**src/rtl/sspg_pkg.sv**
```systemverilog
// Shared types, constants and a helper function of the step/direction pulse generator.
package sspg_pkg;

	localparam int TICK_W     = 34;
	localparam int PERIOD_W   = 26;
	localparam int DIVSR_W    = 28;
	localparam int MUL_B_W    = 10;
	localparam int MUL_STEPS  = 10;
	localparam int MUL_CNT_W  = 4;
	localparam int DIV_STEPS  = 34;
	localparam int DIV_CNT_W  = 6;
	localparam int APB_ADDR_W = 4;
	localparam int APB_DATA_W = 32;

	localparam int SETUP_TICKS = 2;
	localparam int HIGH_TICKS  = 10;

	localparam logic [TICK_W-1:0]   PERIOD_NUM = TICK_W'(60000000);
	localparam logic [PERIOD_W-1:0] PERIOD_MAX = {PERIOD_W{1'b1}};
	localparam logic [DIVSR_W-1:0]  LOW_DIV    = DIVSR_W'(2000);
	localparam logic [MUL_B_W-1:0]  LOW_SCALE  = MUL_B_W'(1000);

	localparam logic [1:0] REQ_TICK    = 2'd0;
	localparam logic [1:0] REQ_MOVE    = 2'd1;
	localparam logic [1:0] REQ_RELEASE = 2'd2;
	localparam logic [1:0] REQ_ENABLE  = 2'd3;

	localparam logic [1:0] PH_IDLE  = 2'd0;
	localparam logic [1:0] PH_SETUP = 2'd1;
	localparam logic [1:0] PH_HIGH  = 2'd2;
	localparam logic [1:0] PH_LOW   = 2'd3;

	localparam logic [1:0] REG_STEPS_PER_REV = 2'd0;
	localparam logic [1:0] REG_SPEED_RPM     = 2'd1;
	localparam logic [1:0] REG_MICROSTEPS    = 2'd2;
	localparam logic [1:0] REG_INVERT_DIR    = 2'd3;

	localparam logic [12:0] RST_STEPS_PER_REV = 13'd200;
	localparam logic [9:0]  RST_SPEED_RPM     = 10'd60;
	localparam logic [4:0]  RST_MICROSTEPS    = 5'd1;

	typedef struct packed {
		logic [1:0]  req_type;
		logic [15:0] step_count;
		logic        direction;
		logic [7:0]  delay_multiplier;
	} cmd_t;

	typedef struct packed {
		logic               step_pin;
		logic               dir_pin;
		logic               enable_n;
		logic [2:0]         microstep_select;
		logic               busy_res;
		logic               move_done;
		logic signed [31:0] position;
		logic               rejected;
	} res_t;

	typedef struct packed {
		logic [12:0] steps_per_rev;
		logic [9:0]  speed_rpm;
		logic [4:0]  microsteps;
		logic        invert_dir;
	} cfg_t;

	function automatic logic [2:0] msel_encode(input logic [4:0] ms);
		logic [2:0] pins;
		case (ms)
			5'd2:    pins = 3'b001;
			5'd4:    pins = 3'b010;
			5'd8:    pins = 3'b011;
			5'd16:   pins = 3'b111;
			default: pins = 3'b000;
		endcase
		return pins;
	endfunction

endpackage

```
**src/rtl/stepper_step_dir_pulse_generator.sv**
```systemverilog
// Top level of the step/direction pulse generator for a microstepping driver.
// Ticks, releases, re-enables and rejected commands are taken one per cycle while the result is not stalled
// and no move is being calculated, and each result transaction is registered and shows in the cycle after acceptance.
// A move runs four serial multiplies and two serial divides before its result is registered,
// and further commands are stalled meanwhile.
// Reset clears the pulse state, parks the position at zero and releases the driver.
module stepper_step_dir_pulse_generator (
	input  logic                              clk,
	input  logic                              arst_n,
	input  logic                              cmd_valid,
	output logic                              cmd_stall,
	input  sspg_pkg::cmd_t                    cmd,
	output logic                              res_valid,
	input  logic                              res_stall,
	output sspg_pkg::res_t                    res,
	input  logic                              psel,
	input  logic                              penable,
	input  logic                              pwrite,
	input  logic [sspg_pkg::APB_ADDR_W-1:0]   paddr,
	input  logic [sspg_pkg::APB_DATA_W-1:0]   pwdata,
	output logic [sspg_pkg::APB_DATA_W-1:0]   prdata,
	output logic                              pready
);
	import sspg_pkg::*;

	localparam logic ST_IDLE = 1'b0;
	localparam logic ST_CALC = 1'b1;

	cfg_t              cfg;
	logic              state_q;
	logic              res_valid_q;
	res_t              res_q;
	logic [1:0]        phase_q;
	logic [TICK_W-1:0] ticks_q;
	logic [15:0]       left_q;
	logic [31:0]       pos_q;
	logic              dirlvl_q;
	logic              dis_q;
	logic              fwd_q;
	logic [15:0]       count_q;
	logic              dir_q;

	logic              accept;
	logic              start_move;
	logic              calc_done;
	logic [TICK_W-1:0] low_ticks;

	logic [1:0]        phase_n;
	logic [TICK_W-1:0] ticks_n;
	logic [15:0]       left_n;
	logic [31:0]       pos_n;
	logic              dirlvl_n;
	logic              dis_n;
	logic              fwd_n;
	logic              do_end;
	logic              do_begin;
	logic              done_f;
	logic              rej_f;
	logic              load_res;
	res_t              res_n;

	sspg_regs u_regs (
		.clk     (clk),
		.arst_n  (arst_n),
		.psel    (psel),
		.penable (penable),
		.pwrite  (pwrite),
		.paddr   (paddr),
		.pwdata  (pwdata),
		.prdata  (prdata),
		.pready  (pready),
		.cfg     (cfg)
	);

	sspg_period_calc u_calc (
		.clk       (clk),
		.arst_n    (arst_n),
		.start     (start_move),
		.cfg       (cfg),
		.mult      (cmd.delay_multiplier),
		.done      (calc_done),
		.low_ticks (low_ticks)
	);

	assign cmd_stall  = (state_q == ST_CALC) || (res_valid_q && res_stall);
	assign accept     = cmd_valid && !cmd_stall;
	assign start_move = accept && cmd.req_type == REQ_MOVE && phase_q == PH_IDLE;
	assign load_res   = (accept && !start_move) || calc_done;

	always_comb begin
		phase_n  = phase_q;
		ticks_n  = ticks_q;
		left_n   = left_q;
		pos_n    = pos_q;
		dirlvl_n = dirlvl_q;
		dis_n    = dis_q;
		fwd_n    = fwd_q;
		do_end   = 1'b0;
		do_begin = 1'b0;
		done_f   = 1'b0;
		rej_f    = 1'b0;

		if (calc_done) begin
			left_n = count_q;
			fwd_n  = dir_q;
			if (count_q == '0) begin
				done_f = 1'b1;
			end else begin
				do_begin = 1'b1;
			end
		end else if (accept && !start_move) begin
			if (cmd.req_type == REQ_TICK) begin
				case (phase_q)
					PH_SETUP: begin
						if (ticks_q == TICK_W'(1)) begin
							phase_n = PH_HIGH;
							ticks_n = TICK_W'(HIGH_TICKS);
						end else begin
							ticks_n = ticks_q - 1'b1;
						end
					end
					PH_HIGH: begin
						if (ticks_q == TICK_W'(1)) begin
							phase_n = PH_LOW;
							ticks_n = low_ticks;
							if (low_ticks == '0) begin
								do_end = 1'b1;
							end
						end else begin
							ticks_n = ticks_q - 1'b1;
						end
					end
					PH_LOW: begin
						if (ticks_q <= TICK_W'(1)) begin
							ticks_n = '0;
							do_end  = 1'b1;
						end else begin
							ticks_n = ticks_q - 1'b1;
						end
					end
					default: ;
				endcase
			end else if (phase_q != PH_IDLE) begin
				rej_f = 1'b1;
			end else if (cmd.req_type == REQ_RELEASE) begin
				dis_n = 1'b1;
			end else begin
				dis_n = 1'b0;
			end
		end

		if (do_end) begin
			left_n = left_q - 1'b1;
			if (left_n == '0) begin
				phase_n = PH_IDLE;
				ticks_n = '0;
				done_f  = 1'b1;
			end else begin
				do_begin = 1'b1;
			end
		end

		if (do_begin) begin
			dis_n    = 1'b0;
			dirlvl_n = fwd_n ? cfg.invert_dir : !cfg.invert_dir;
			pos_n    = fwd_n ? pos_q + 32'd1 : pos_q - 32'd1;
			phase_n  = PH_SETUP;
			ticks_n  = TICK_W'(SETUP_TICKS);
		end

		res_n.step_pin         = phase_n == PH_HIGH;
		res_n.dir_pin          = dirlvl_n;
		res_n.enable_n         = dis_n;
		res_n.microstep_select = msel_encode(cfg.microsteps);
		res_n.busy_res         = phase_n != PH_IDLE;
		res_n.move_done        = done_f;
		res_n.position         = pos_n;
		res_n.rejected         = rej_f;
	end

	always_ff @(posedge clk or negedge arst_n) begin
		if (!arst_n) begin
			state_q     <= ST_IDLE;
			res_valid_q <= 1'b0;
			phase_q     <= PH_IDLE;
			ticks_q     <= '0;
			left_q      <= '0;
			pos_q       <= '0;
			dirlvl_q    <= 1'b0;
			dis_q       <= 1'b1;
			fwd_q       <= 1'b1;
		end else begin
			if (start_move) begin
				state_q <= ST_CALC;
			end else if (calc_done) begin
				state_q <= ST_IDLE;
			end
			if (load_res) begin
				res_valid_q <= 1'b1;
			end else if (!res_stall) begin
				res_valid_q <= 1'b0;
			end
			phase_q  <= phase_n;
			ticks_q  <= ticks_n;
			left_q   <= left_n;
			pos_q    <= pos_n;
			dirlvl_q <= dirlvl_n;
			dis_q    <= dis_n;
			fwd_q    <= fwd_n;
		end
	end

	always_ff @(posedge clk) begin
		if (start_move) begin
			count_q <= cmd.step_count;
			dir_q   <= cmd.direction;
		end
		if (load_res) begin
			res_q <= res_n;
		end
	end

	assign res_valid = res_valid_q;
	assign res       = res_q;

endmodule

```
**src/rtl/sspg_serial_mul.sv**
```systemverilog
// Bit-serial shift-and-add multiplier, one multiplier bit per cycle.
module sspg_serial_mul (
	input  logic                              clk,
	input  logic                              arst_n,
	input  logic                              start,
	input  logic [sspg_pkg::TICK_W-1:0]       a,
	input  logic [sspg_pkg::MUL_B_W-1:0]      b,
	output logic                              done,
	output logic [sspg_pkg::TICK_W-1:0]       product
);
	import sspg_pkg::*;

	logic [TICK_W-1:0]    a_q;
	logic [MUL_B_W-1:0]   b_q;
	logic [TICK_W-1:0]    acc_q;
	logic [MUL_CNT_W-1:0] cnt_q;
	logic                 busy_q;
	logic                 done_q;

	always_ff @(posedge clk or negedge arst_n) begin
		if (!arst_n) begin
			cnt_q  <= '0;
			busy_q <= 1'b0;
			done_q <= 1'b0;
		end else begin
			done_q <= 1'b0;
			if (start) begin
				cnt_q  <= MUL_CNT_W'(MUL_STEPS);
				busy_q <= 1'b1;
			end else if (busy_q) begin
				cnt_q <= cnt_q - 1'b1;
				if (cnt_q == MUL_CNT_W'(1)) begin
					busy_q <= 1'b0;
					done_q <= 1'b1;
				end
			end
		end
	end

	always_ff @(posedge clk) begin
		if (start) begin
			a_q   <= a;
			b_q   <= b;
			acc_q <= '0;
		end else if (busy_q) begin
			if (b_q[0]) begin
				acc_q <= acc_q + a_q;
			end
			a_q <= {a_q[TICK_W-2:0], 1'b0};
			b_q <= {1'b0, b_q[MUL_B_W-1:1]};
		end
	end

	assign done    = done_q;
	assign product = acc_q;

endmodule

```
**src/rtl/sspg_serial_div.sv**
```systemverilog
// Restoring radix-2 divider, one quotient bit per cycle.
module sspg_serial_div (
	input  logic                              clk,
	input  logic                              arst_n,
	input  logic                              start,
	input  logic [sspg_pkg::TICK_W-1:0]       dividend,
	input  logic [sspg_pkg::DIVSR_W-1:0]      divisor,
	output logic                              done,
	output logic [sspg_pkg::TICK_W-1:0]       quotient
);
	import sspg_pkg::*;

	logic [TICK_W-1:0]    dq_q;
	logic [DIVSR_W-1:0]   rem_q;
	logic [DIVSR_W-1:0]   dsr_q;
	logic [DIV_CNT_W-1:0] cnt_q;
	logic                 busy_q;
	logic                 done_q;
	logic [DIVSR_W:0]     trial;
	logic [DIVSR_W:0]     diff;
	logic                 ge;

	assign trial = {rem_q, dq_q[TICK_W-1]};
	assign diff  = trial - {1'b0, dsr_q};
	assign ge    = trial >= {1'b0, dsr_q};

	always_ff @(posedge clk or negedge arst_n) begin
		if (!arst_n) begin
			cnt_q  <= '0;
			busy_q <= 1'b0;
			done_q <= 1'b0;
		end else begin
			done_q <= 1'b0;
			if (start) begin
				cnt_q  <= DIV_CNT_W'(DIV_STEPS);
				busy_q <= 1'b1;
			end else if (busy_q) begin
				cnt_q <= cnt_q - 1'b1;
				if (cnt_q == DIV_CNT_W'(1)) begin
					busy_q <= 1'b0;
					done_q <= 1'b1;
				end
			end
		end
	end

	always_ff @(posedge clk) begin
		if (start) begin
			dq_q  <= dividend;
			rem_q <= '0;
			dsr_q <= divisor;
		end else if (busy_q) begin
			rem_q <= ge ? diff[DIVSR_W-1:0] : trial[DIVSR_W-1:0];
			dq_q  <= {dq_q[TICK_W-2:0], ge};
		end
	end

	assign done     = done_q;
	assign quotient = dq_q;

endmodule

```
**src/rtl/sspg_period_calc.sv**
```systemverilog
// Sequencer that derives the step period and the low time of a move with serial units.
module sspg_period_calc (
	input  logic                         clk,
	input  logic                         arst_n,
	input  logic                         start,
	input  sspg_pkg::cfg_t               cfg,
	input  logic [7:0]                   mult,
	output logic                         done,
	output logic [sspg_pkg::TICK_W-1:0]  low_ticks
);
	import sspg_pkg::*;

	localparam logic [2:0] C_IDLE = 3'd0;
	localparam logic [2:0] C_MUL1 = 3'd1;
	localparam logic [2:0] C_MUL2 = 3'd2;
	localparam logic [2:0] C_DIV1 = 3'd3;
	localparam logic [2:0] C_MUL3 = 3'd4;
	localparam logic [2:0] C_DIV2 = 3'd5;
	localparam logic [2:0] C_MUL4 = 3'd6;

	logic [2:0]          state_q;
	logic                go_q;
	logic                done_q;
	logic [7:0]          mult_q;
	logic [TICK_W-1:0]   tmp_q;
	logic [PERIOD_W-1:0] period_q;
	logic [TICK_W-1:0]   prod_q;
	logic [TICK_W-1:0]   low_q;

	logic [TICK_W-1:0]  mul_a;
	logic [MUL_B_W-1:0] mul_b;
	logic [TICK_W-1:0]  div_dd;
	logic [DIVSR_W-1:0] div_ds;
	logic               mul_start;
	logic               div_start;
	logic               mul_done;
	logic               div_done;
	logic [TICK_W-1:0]  mul_p;
	logic [TICK_W-1:0]  div_q;

	always_comb begin
		mul_a     = tmp_q;
		mul_b     = LOW_SCALE;
		div_dd    = prod_q;
		div_ds    = LOW_DIV;
		mul_start = 1'b0;
		div_start = 1'b0;
		case (state_q)
			C_MUL1: begin
				mul_a     = TICK_W'(cfg.steps_per_rev);
				mul_b     = cfg.speed_rpm;
				mul_start = go_q;
			end
			C_MUL2: begin
				mul_b     = MUL_B_W'(cfg.microsteps);
				mul_start = go_q;
			end
			C_DIV1: begin
				div_dd    = PERIOD_NUM;
				div_ds    = tmp_q[DIVSR_W-1:0];
				div_start = go_q;
			end
			C_MUL3: begin
				mul_a     = TICK_W'(period_q);
				mul_b     = MUL_B_W'(mult_q);
				mul_start = go_q;
			end
			C_DIV2: begin
				div_start = go_q;
			end
			C_MUL4: begin
				mul_start = go_q;
			end
			default: ;
		endcase
	end

	sspg_serial_mul u_mul (
		.clk     (clk),
		.arst_n  (arst_n),
		.start   (mul_start),
		.a       (mul_a),
		.b       (mul_b),
		.done    (mul_done),
		.product (mul_p)
	);

	sspg_serial_div u_div (
		.clk      (clk),
		.arst_n   (arst_n),
		.start    (div_start),
		.dividend (div_dd),
		.divisor  (div_ds),
		.done     (div_done),
		.quotient (div_q)
	);

	always_ff @(posedge clk or negedge arst_n) begin
		if (!arst_n) begin
			state_q <= C_IDLE;
			go_q    <= 1'b0;
			done_q  <= 1'b0;
		end else begin
			go_q   <= 1'b0;
			done_q <= 1'b0;
			case (state_q)
				C_IDLE: begin
					if (start) begin
						state_q <= C_MUL1;
						go_q    <= 1'b1;
					end
				end
				C_MUL1: begin
					if (mul_done) begin
						state_q <= C_MUL2;
						go_q    <= 1'b1;
					end
				end
				C_MUL2: begin
					if (mul_done) begin
						state_q <= C_DIV1;
						go_q    <= 1'b1;
					end
				end
				C_DIV1: begin
					if (div_done) begin
						state_q <= C_MUL3;
						go_q    <= 1'b1;
					end
				end
				C_MUL3: begin
					if (mul_done) begin
						state_q <= C_DIV2;
						go_q    <= 1'b1;
					end
				end
				C_DIV2: begin
					if (div_done) begin
						state_q <= C_MUL4;
						go_q    <= 1'b1;
					end
				end
				C_MUL4: begin
					if (mul_done) begin
						state_q <= C_IDLE;
						done_q  <= 1'b1;
					end
				end
				default: begin
					state_q <= C_IDLE;
				end
			endcase
		end
	end

	always_ff @(posedge clk) begin
		if (state_q == C_IDLE && start) begin
			mult_q <= mult;
		end
		if ((state_q == C_MUL1 || state_q == C_MUL2) && mul_done) begin
			tmp_q <= mul_p;
		end
		if (state_q == C_DIV1 && div_done) begin
			if (tmp_q == '0) begin
				period_q <= PERIOD_MAX;
			end else begin
				period_q <= div_q[PERIOD_W-1:0];
			end
		end
		if (state_q == C_MUL3 && mul_done) begin
			prod_q <= mul_p;
		end
		if (state_q == C_DIV2 && div_done) begin
			tmp_q <= div_q;
		end
		if (state_q == C_MUL4 && mul_done) begin
			low_q <= mul_p + {1'b0, prod_q[TICK_W-1:1]};
		end
	end

	assign done      = done_q;
	assign low_ticks = low_q;

endmodule

```
**src/rtl/sspg_regs.sv**
```systemverilog
// APB configuration registers of the pulse generator.
module sspg_regs (
	input  logic                              clk,
	input  logic                              arst_n,
	input  logic                              psel,
	input  logic                              penable,
	input  logic                              pwrite,
	input  logic [sspg_pkg::APB_ADDR_W-1:0]   paddr,
	input  logic [sspg_pkg::APB_DATA_W-1:0]   pwdata,
	output logic [sspg_pkg::APB_DATA_W-1:0]   prdata,
	output logic                              pready,
	output sspg_pkg::cfg_t                    cfg
);
	import sspg_pkg::*;

	cfg_t       cfg_q;
	logic [1:0] idx;
	logic       wr_en;

	assign idx    = paddr[APB_ADDR_W-1:2];
	assign wr_en  = psel && penable && pwrite;
	assign pready = 1'b1;

	always_ff @(posedge clk or negedge arst_n) begin
		if (!arst_n) begin
			cfg_q.steps_per_rev <= RST_STEPS_PER_REV;
			cfg_q.speed_rpm     <= RST_SPEED_RPM;
			cfg_q.microsteps    <= RST_MICROSTEPS;
			cfg_q.invert_dir    <= 1'b0;
		end else if (wr_en) begin
			case (idx)
				REG_STEPS_PER_REV: cfg_q.steps_per_rev <= pwdata[12:0];
				REG_SPEED_RPM:     cfg_q.speed_rpm     <= pwdata[9:0];
				REG_MICROSTEPS:    cfg_q.microsteps    <= pwdata[4:0];
				REG_INVERT_DIR:    cfg_q.invert_dir    <= pwdata[0];
				default: ;
			endcase
		end
	end

	always_comb begin
		case (idx)
			REG_STEPS_PER_REV: prdata = APB_DATA_W'(cfg_q.steps_per_rev);
			REG_SPEED_RPM:     prdata = APB_DATA_W'(cfg_q.speed_rpm);
			REG_MICROSTEPS:    prdata = APB_DATA_W'(cfg_q.microsteps);
			REG_INVERT_DIR:    prdata = APB_DATA_W'(cfg_q.invert_dir);
			default:           prdata = '0;
		endcase
	end

	assign cfg = cfg_q;

endmodule

```
**config.mk**
```make
export PLATFORM = sky130hd
export DESIGN_NAME = stepper_step_dir_pulse_generator
export DESIGN_NICKNAME = d
export VERILOG_FILES = /design/src/rtl/sspg_pkg.sv /design/src/rtl/stepper_step_dir_pulse_generator.sv /design/src/rtl/sspg_serial_mul.sv /design/src/rtl/sspg_serial_div.sv /design/src/rtl/sspg_period_calc.sv /design/src/rtl/sspg_regs.sv
export SDC_FILE = /design/constraint.sdc
export NUM_CORES = 1
export LEC_CHECK = 0
export ABC_AREA = 1
export BUFFER_PORTS_ARGS = -buffer_cell sky130_fd_sc_hd__buf_2
export CAP_MARGIN = 20
export CORE_MARGIN = 2
export CORE_UTILIZATION = 54
export CTS_CLUSTER_SIZE = 8
export DETAILED_ROUTE_END_ITERATION = 10
export HOLD_SLACK_MARGIN = 0.1
export PLACE_DENSITY_LB_ADDON = 0.15
export SETUP_SLACK_MARGIN = 0.3
export SYNTH_ARGS = -nofsm -noshare
export SYNTH_HDL_FRONTEND = slang
export SYNTH_HIERARCHICAL = 1
export SYNTH_SLANG_ARGS = --single-unit
```
**constraint.sdc**
```tcl
create_clock -name clk -period 4.8 [get_ports clk]
set_input_delay 0.72 -clock clk [delete_from_list [all_inputs] [get_ports clk]]
set_output_delay 0.72 -clock clk [all_outputs]
set_load 0.02 [all_outputs]
```
; ---- Word level (Yosys, flattened, before mapping)
; Cells that the tools add are included.
[op_classes]
order_cmp = 2
n_addsub = 9
n_reduce_logical = 44
n_bitwise = 1
eq_ne = 30
muxes = 97
[op_table]
columns = cell, n
row1 = 34-bit 2-to-1 mux, 16
row2 = 32-bit case mux with 4 select lines, 1
row3 = 34-bit case mux with 3 select lines, 1
row4 = 34-bit zero test, 2
row5 = 34-bit case mux with 2 select lines, 1
row6 = 32-bit 2-to-1 mux, 2
row7 = 1-bit 2-to-1 mux, 46
row8 = 34-bit by 33-bit adder with 34-bit output, 1
row9 = 34-bit adder, 1
row10 = "34-bit by 1-bit equality test with 1-bit output, second input constant", 1
row11 = "34-bit by 1-bit <= comparator with 1-bit output, second input constant", 1
row12 = "34-bit by 1-bit subtractor with 34-bit output, second input constant", 1
row13 = "32-bit by 1-bit adder with 32-bit output, second input constant", 1
row14 = 16-bit zero test, 2
row15 = 16-bit 2-to-1 mux, 2
row16 = "32-bit by 1-bit subtractor with 32-bit output, second input constant", 1
row17 = 10-bit case mux with 3 select lines, 1
row18 = 29-bit by 28-bit greater-or-equal comparator with 1-bit output, 1
row19 = 28-bit 2-to-1 mux, 1
row20 = 28-bit subtractor, 1
row21 = 3-bit 2-to-1 mux, 7
row22 = 3-bit case mux with 7 select lines, 1
row23 = 10-bit 2-to-1 mux, 2
row24 = 2-bit 2-to-1 mux, 8
row25 = other kinds (34), 81
[totals]
in_bits = 70
reg_bits = 499
out_inout_bits = 76

; ---- Logic depth before layout (Yosys ltp)
[depth]
depth_word = 14
mapped_depth = 17
mapped_depth_nobuf = 16

; ---- By module
; The synthesis kept the hierarchy.
[by_module_without_submodules]
columns = mod, n_inst, area_per_inst_um2, cells_each, seq_area_each_um2
row1 = stepper_step_dir_pulse_generator, 1, 9811.9, 1304, 3971.3
row2 = sspg_period_calc, 1, 8441.8, 1043, 4209.0
row3 = sspg_serial_div, 1, 6211.0, 853, 2622.5
row4 = sspg_serial_mul, 1, 5761.8, 851, 2152.1
row5 = sspg_regs, 1, 1551.5, 203, 735.7

; ---- Worst setup path before layout
; OpenSTA, ideal clock, no wires.
[synth_timing]
path_kind = register to register
start = register u_calc.state_q[2]
end = register u_calc.u_div.dq_q[0] (netlist: u_calc/u_div/quotient[0]), enable pin
setup_ns = 0.412
period_less_slack_ns = 4.453
path_buffers = 3
t_arrival_ns = 4.041
path_slack_ns = 0.347
stages_incl_launch_ff = 9
cell_sequence = dfrtp_1 buf_2 inv_2 nand3_2 a21oi_1 buf_2 nor2_1 inv_1 clkbuf_1
[synth_between]
elab_chain_len = 4
elab_cells_between_ends = 5
cone_classes = 2 x eq/ne / 1 x mux / 2 x reduce/logical
[synth_rtl]
columns = item, line_no
row1 = "start, declared", sspg_period_calc.sv:21  ; logic [2:0] state_q;
row2 = "start signal, assigned", sspg_period_calc.sv:100  ; state_q <= C_IDLE;
row3 = "start signal, assigned", sspg_period_calc.sv:109  ; state_q <= C_MUL1;
row4 = "start signal, assigned", sspg_period_calc.sv:115  ; state_q <= C_MUL2;
row5 = 3-bit equality test or 3-bit by 2-bit equality test with 1-bit output (tied branches), sspg_period_calc.sv:48  ; case (state_q)
row6 = 2-bit OR reduction (no source line) (*), -
row7 = 1-bit 2-to-1 mux (*), sspg_period_calc.sv:48
row8 = named net u_calc.div_start, sspg_period_calc.sv:35  ; logic div_start;
row9 = 2-bit nonzero test (no source line) (*), -
row10 = "end signal, assigned", sspg_serial_div.sv:49  ; dq_q <= dividend;
row11 = "end signal, assigned", sspg_serial_div.sv:54  ; dq_q <= {dq_q[TICK_W-2:0], ge};
row12 = "end, declared", sspg_serial_div.sv:13  ; logic [TICK_W-1:0] dq_q;
; The timed path passes the listed nets; every way through them passes the cells marked *.
; A chain may end at the register's enable or synchronous reset.

; ---- Worst setup path in the final report
[layout_timing]
start = register u_calc.done_q (netlist: u_calc/done)
end = register res_q, in the netlist res[22] (data pin)
[layout_between]
elab_chain_len = 4
elab_cells_between_ends = 7
cone_classes = 7 x mux
[layout_rtl]
columns = item, line_no
row1 = "start, declared", sspg_period_calc.sv:23  ; logic done_q;
row2 = "start signal, assigned", sspg_period_calc.sv:102  ; done_q <= 1'b0;
row3 = "start signal, assigned", sspg_period_calc.sv:105  ; done_q <= 1'b0;
row4 = "start signal, assigned", sspg_period_calc.sv:146  ; done_q <= 1'b1;
row5 = 1-bit 2-to-1 mux, stepper_step_dir_pulse_generator.sv:103  ; if (calc_done) begin
row6 = 1-bit 2-to-1 mux, stepper_step_dir_pulse_generator.sv:154  ; if (left_n == '0) begin
row7 = 1-bit 2-to-1 mux, stepper_step_dir_pulse_generator.sv:152  ; if (do_end) begin
row8 = 32-bit 2-to-1 mux (*), stepper_step_dir_pulse_generator.sv:163  ; if (do_begin) begin
row9 = named net pos_n[21], stepper_step_dir_pulse_generator.sv:51  ; logic [31:0] pos_n;
row10 = "end signal, assigned", stepper_step_dir_pulse_generator.sv:219  ; res_q <= res_n;
row11 = "end, declared", stepper_step_dir_pulse_generator.sv:32  ; res_t res_q;
; Marked as above.

==> results.json <==
{
  "ys_seq_elements": 499,
  "synthArstFlopShare_pct": 27.5,
  "die_y_um": 247,
  "yosys_warnings": 6,
  "setup_viol": 0,
  "layout.cells.non_filler": 5190,
  "ys.flop_type": "edfxtp_1",
  "synth_edf_count": 300,
  "status": "completed",
  "placement.io_buffers": 104,
  "fin_crit_sh_pct": 73.4,
  "die_x_um": 247,
  "cts_setup_buffers": 0,
  "cts_tree": "built",
  "r2r_slack_ps": 1280,
  "area_growth_pct": 10.7,
  "gp_congestion": 1.00,
  "slew_viol_final": 0,
  "start_util_pct": 54.9,
  "crit_arrival_ps": 3870,
  "hold_viol": 0,
  "drive_gt1_share_pct": 8.90,
  "crit_required_ps": 5140,
  "end_kind": "register",
  "design_power_total_uw": 9730,
  "avgSynthCellArea_sq_um": 7.47,
  "grt.total_usage_pct": 28.8,
  "grt_use_met3_pct": 3.95,
  "wl_per_cell_um": 16.7,
  "fillers": 5426,
  "grt_max_degree": 73,
  "finalSetupTns_ps": 0,
  "synth_cell_type_count": 55,
  "cts_root_buf": "clkbuf_16",
  "vias": 27800,
  "grt_busiest_layer": "met2",
  "maxCapViolations": 0,
  "place_hpwl_mm": 64.4,
  "fp.coreArea_sq_mm": 0.0579,
  "startpoint_type": "register",
  "hold_ws_ps": 290,
  "route.detailed.drc": 0,
  "grt-ovfl-total": 0,
  "clock.fmax_mhz": 284,
  "slew_headroom_pct": 28.0,
  "first_pass_iters": 8,
  "clock_latency_ps": 610,
  "rsz0062_at_grt": "false",
  "wl_mm": 86.7,
  "period_needed_ps": 3520,
  "mostFrequentLayoutCell": "nand2_1",
  "synth_cells": 4254,
  "grt_pass1_vias": 26300,
  "power_density_mw_per_mm2": 277,
  "min_path_type": "in2reg",
  "critPathKind": "reg2reg",
  "grt_pass1_wl_mm": 139,
  "cts_buffers": 73,
  "path_max_fanout": 22,
  "die_area_sq_mm": 0.0608,
  "tightest_slew_ps": 1080,
  "p_leak_uw": 0.0174,
  "fin_util_pct": 60.7,
  "final_nets": 4578,
  "clockBufferDepth": 3,
  "met1_usage_pct": 40.0,
  "use_met2_pct": 46.6,
  "clk_pin_slew_ps": 60,
  "avgViaCountPerCell": 5.36,
  "drt-initial-drc-count": 2274,
  "syn-cell-area_sq_mm": 0.0318,
  "pin_count": 146,
  "ant_nets": 0,
  "post-place-cells": 5052,
  "skew_ps": 21.5,
  "htreeDepth": 3,
  "final_cell_mix": "nand2_1 (1380), inv_1 (549), nor2_1 (458)",
  "clkSinkCount": 499,
  "num_rows": 88,
  "worst_ir_drop_vdd_mv": 0.223,
  "seq_area_frac_synth_pct": 43.1,
  "antennaDiodeCount": 0,
  "antenna_found_initial": 0
}
[path summary, 6_finish.rpt]
path | start | end | cells past startpoint
max | u_calc/done | res[22] | 13
min | cmd[8] | dir_q | 1
max reg2reg | u_calc/done | res[22] | 13
min reg2reg | u_regs/cfg[22] | u_regs/cfg[22] | 2
max in group asynchronous | arst_n | u_calc/u_mul/busy_q | 3
min in group asynchronous | arst_n | left_q[1] | 2
[layer usage]
metal,share of wire (%),vias up
met5,0,-
met4,2.8,0
met3,6.2,160
met2,46,814
met1,45,13000
li1,-,13900
[synthesized netlist by cell type, types with 10 or more instances]
master	count	area, sq um
nor4_1	20	125
o21bai_1	19	143
nor2_1	460	1730
dfxtp_1	62	1240
ha_1	138	1730
xor2_1	77	674
nor2_4	10	113
nand3_1	237	1190
nand3_2	21	210
dfrtp_1	127	3180
clkbuf_1	44	165
dfstp_2	10	263
a21oi_1	155	776
nand2_1	1382	5190
edfxtp_1	300	9010
inv_2	18	67.6
buf_6	14	158
buf_4	25	188
o211ai_1	27	203
o21ai_1	33	165
or2_2	16	100
xnor2_1	26	228
nand2_2	32	200
nand4_1	50	313
nor3_1	46	230
inv_1	550	2060
buf_2	29	145
nor2_2	46	288
o22ai_1	15	93.8
o21ai_0	198	991
[registers in the layout, summed over array words and instances (netlist names), 34 cells and up]
signal / count
u_calc/prod_q: 34
u_calc/u_mul/a_q: 34
u_calc/tmp_q: 34
ticks_q: 34
u_calc/low_ticks: 34
res: 41
u_calc/u_mul/product: 34
u_calc/u_div/quotient: 34
[area by class of cell]
| cell class | instances | area [sq um] | share of cell area (%) |
|---|---|---|---|
| Tap cell | 765 | 957 | 2.72 |
| Inverter | 569 | 2140 | 6.07 |
| Sequential cell | 499 | 13700 | 38.9 |
| Multi-Input combinational cell | 3090 | 15400 | 43.8 |
| Clock buffer | 127 | 2080 | 5.92 |
| Clock inverter | 7 | 104 | 0.295 |
| Timing Repair Buffer | 133 | 785 | 2.23 |
[stage by stage]
stage | area (sq um) | setup slack [ps]
6_report | 35200 | 1280
2_1_floorplan | 31800 | 347
5_1_grt | 35200 | 968
3_5_place_dp | 32900 | 1290
4_1_cts | 35100 | 1290
3_3_place_gp | 32900 | 1320
[critical path, cell delays in order, from the launching register on]
cell     delay [ps]
dfrtp_1         380
buf_4           220
o21ai_4         670
buf_4           330
ha_1            230
nand2_1         120
nor2_1          210
nand2_1          70
o21ai_0         490
nand3_1         190
nand3_1         110
nand2_1          90
nand3_2          80
nand2_1          80
[power breakdown]
| part | total, uW | internal (uW) | switching, uW | leakage (uW) |
|---|---|---|---|---|
| registers | 4640 | 4580 | 55.3 | 0.00493 |
| logic | 189 | 60.3 | 129 | 0.0115 |
| clock network | 4900 | 2990 | 1910 | 0.00104 |
[logic make-up after synthesis]
family / Yosys count / synth area share [%]
AND/OR/NAND/NOR: 2349 / 31.3
buffers and inverters: 683 / 8.86
flip-flops: 499 / 43.1
AO/OA/AOI/OAI: 476 / 8.18
adder cells (fa/ha/maj): 142 / 5.69
XOR/XNOR: 103 / 2.84
other: 2 / 0.0236
[timing repair]
item / CTS / global route
hold endpoints to repair: 35 / 0
gates resized for setup: 0 / 0
hold buffers: 1 / 0
Power figures use the tool's default switching activity.
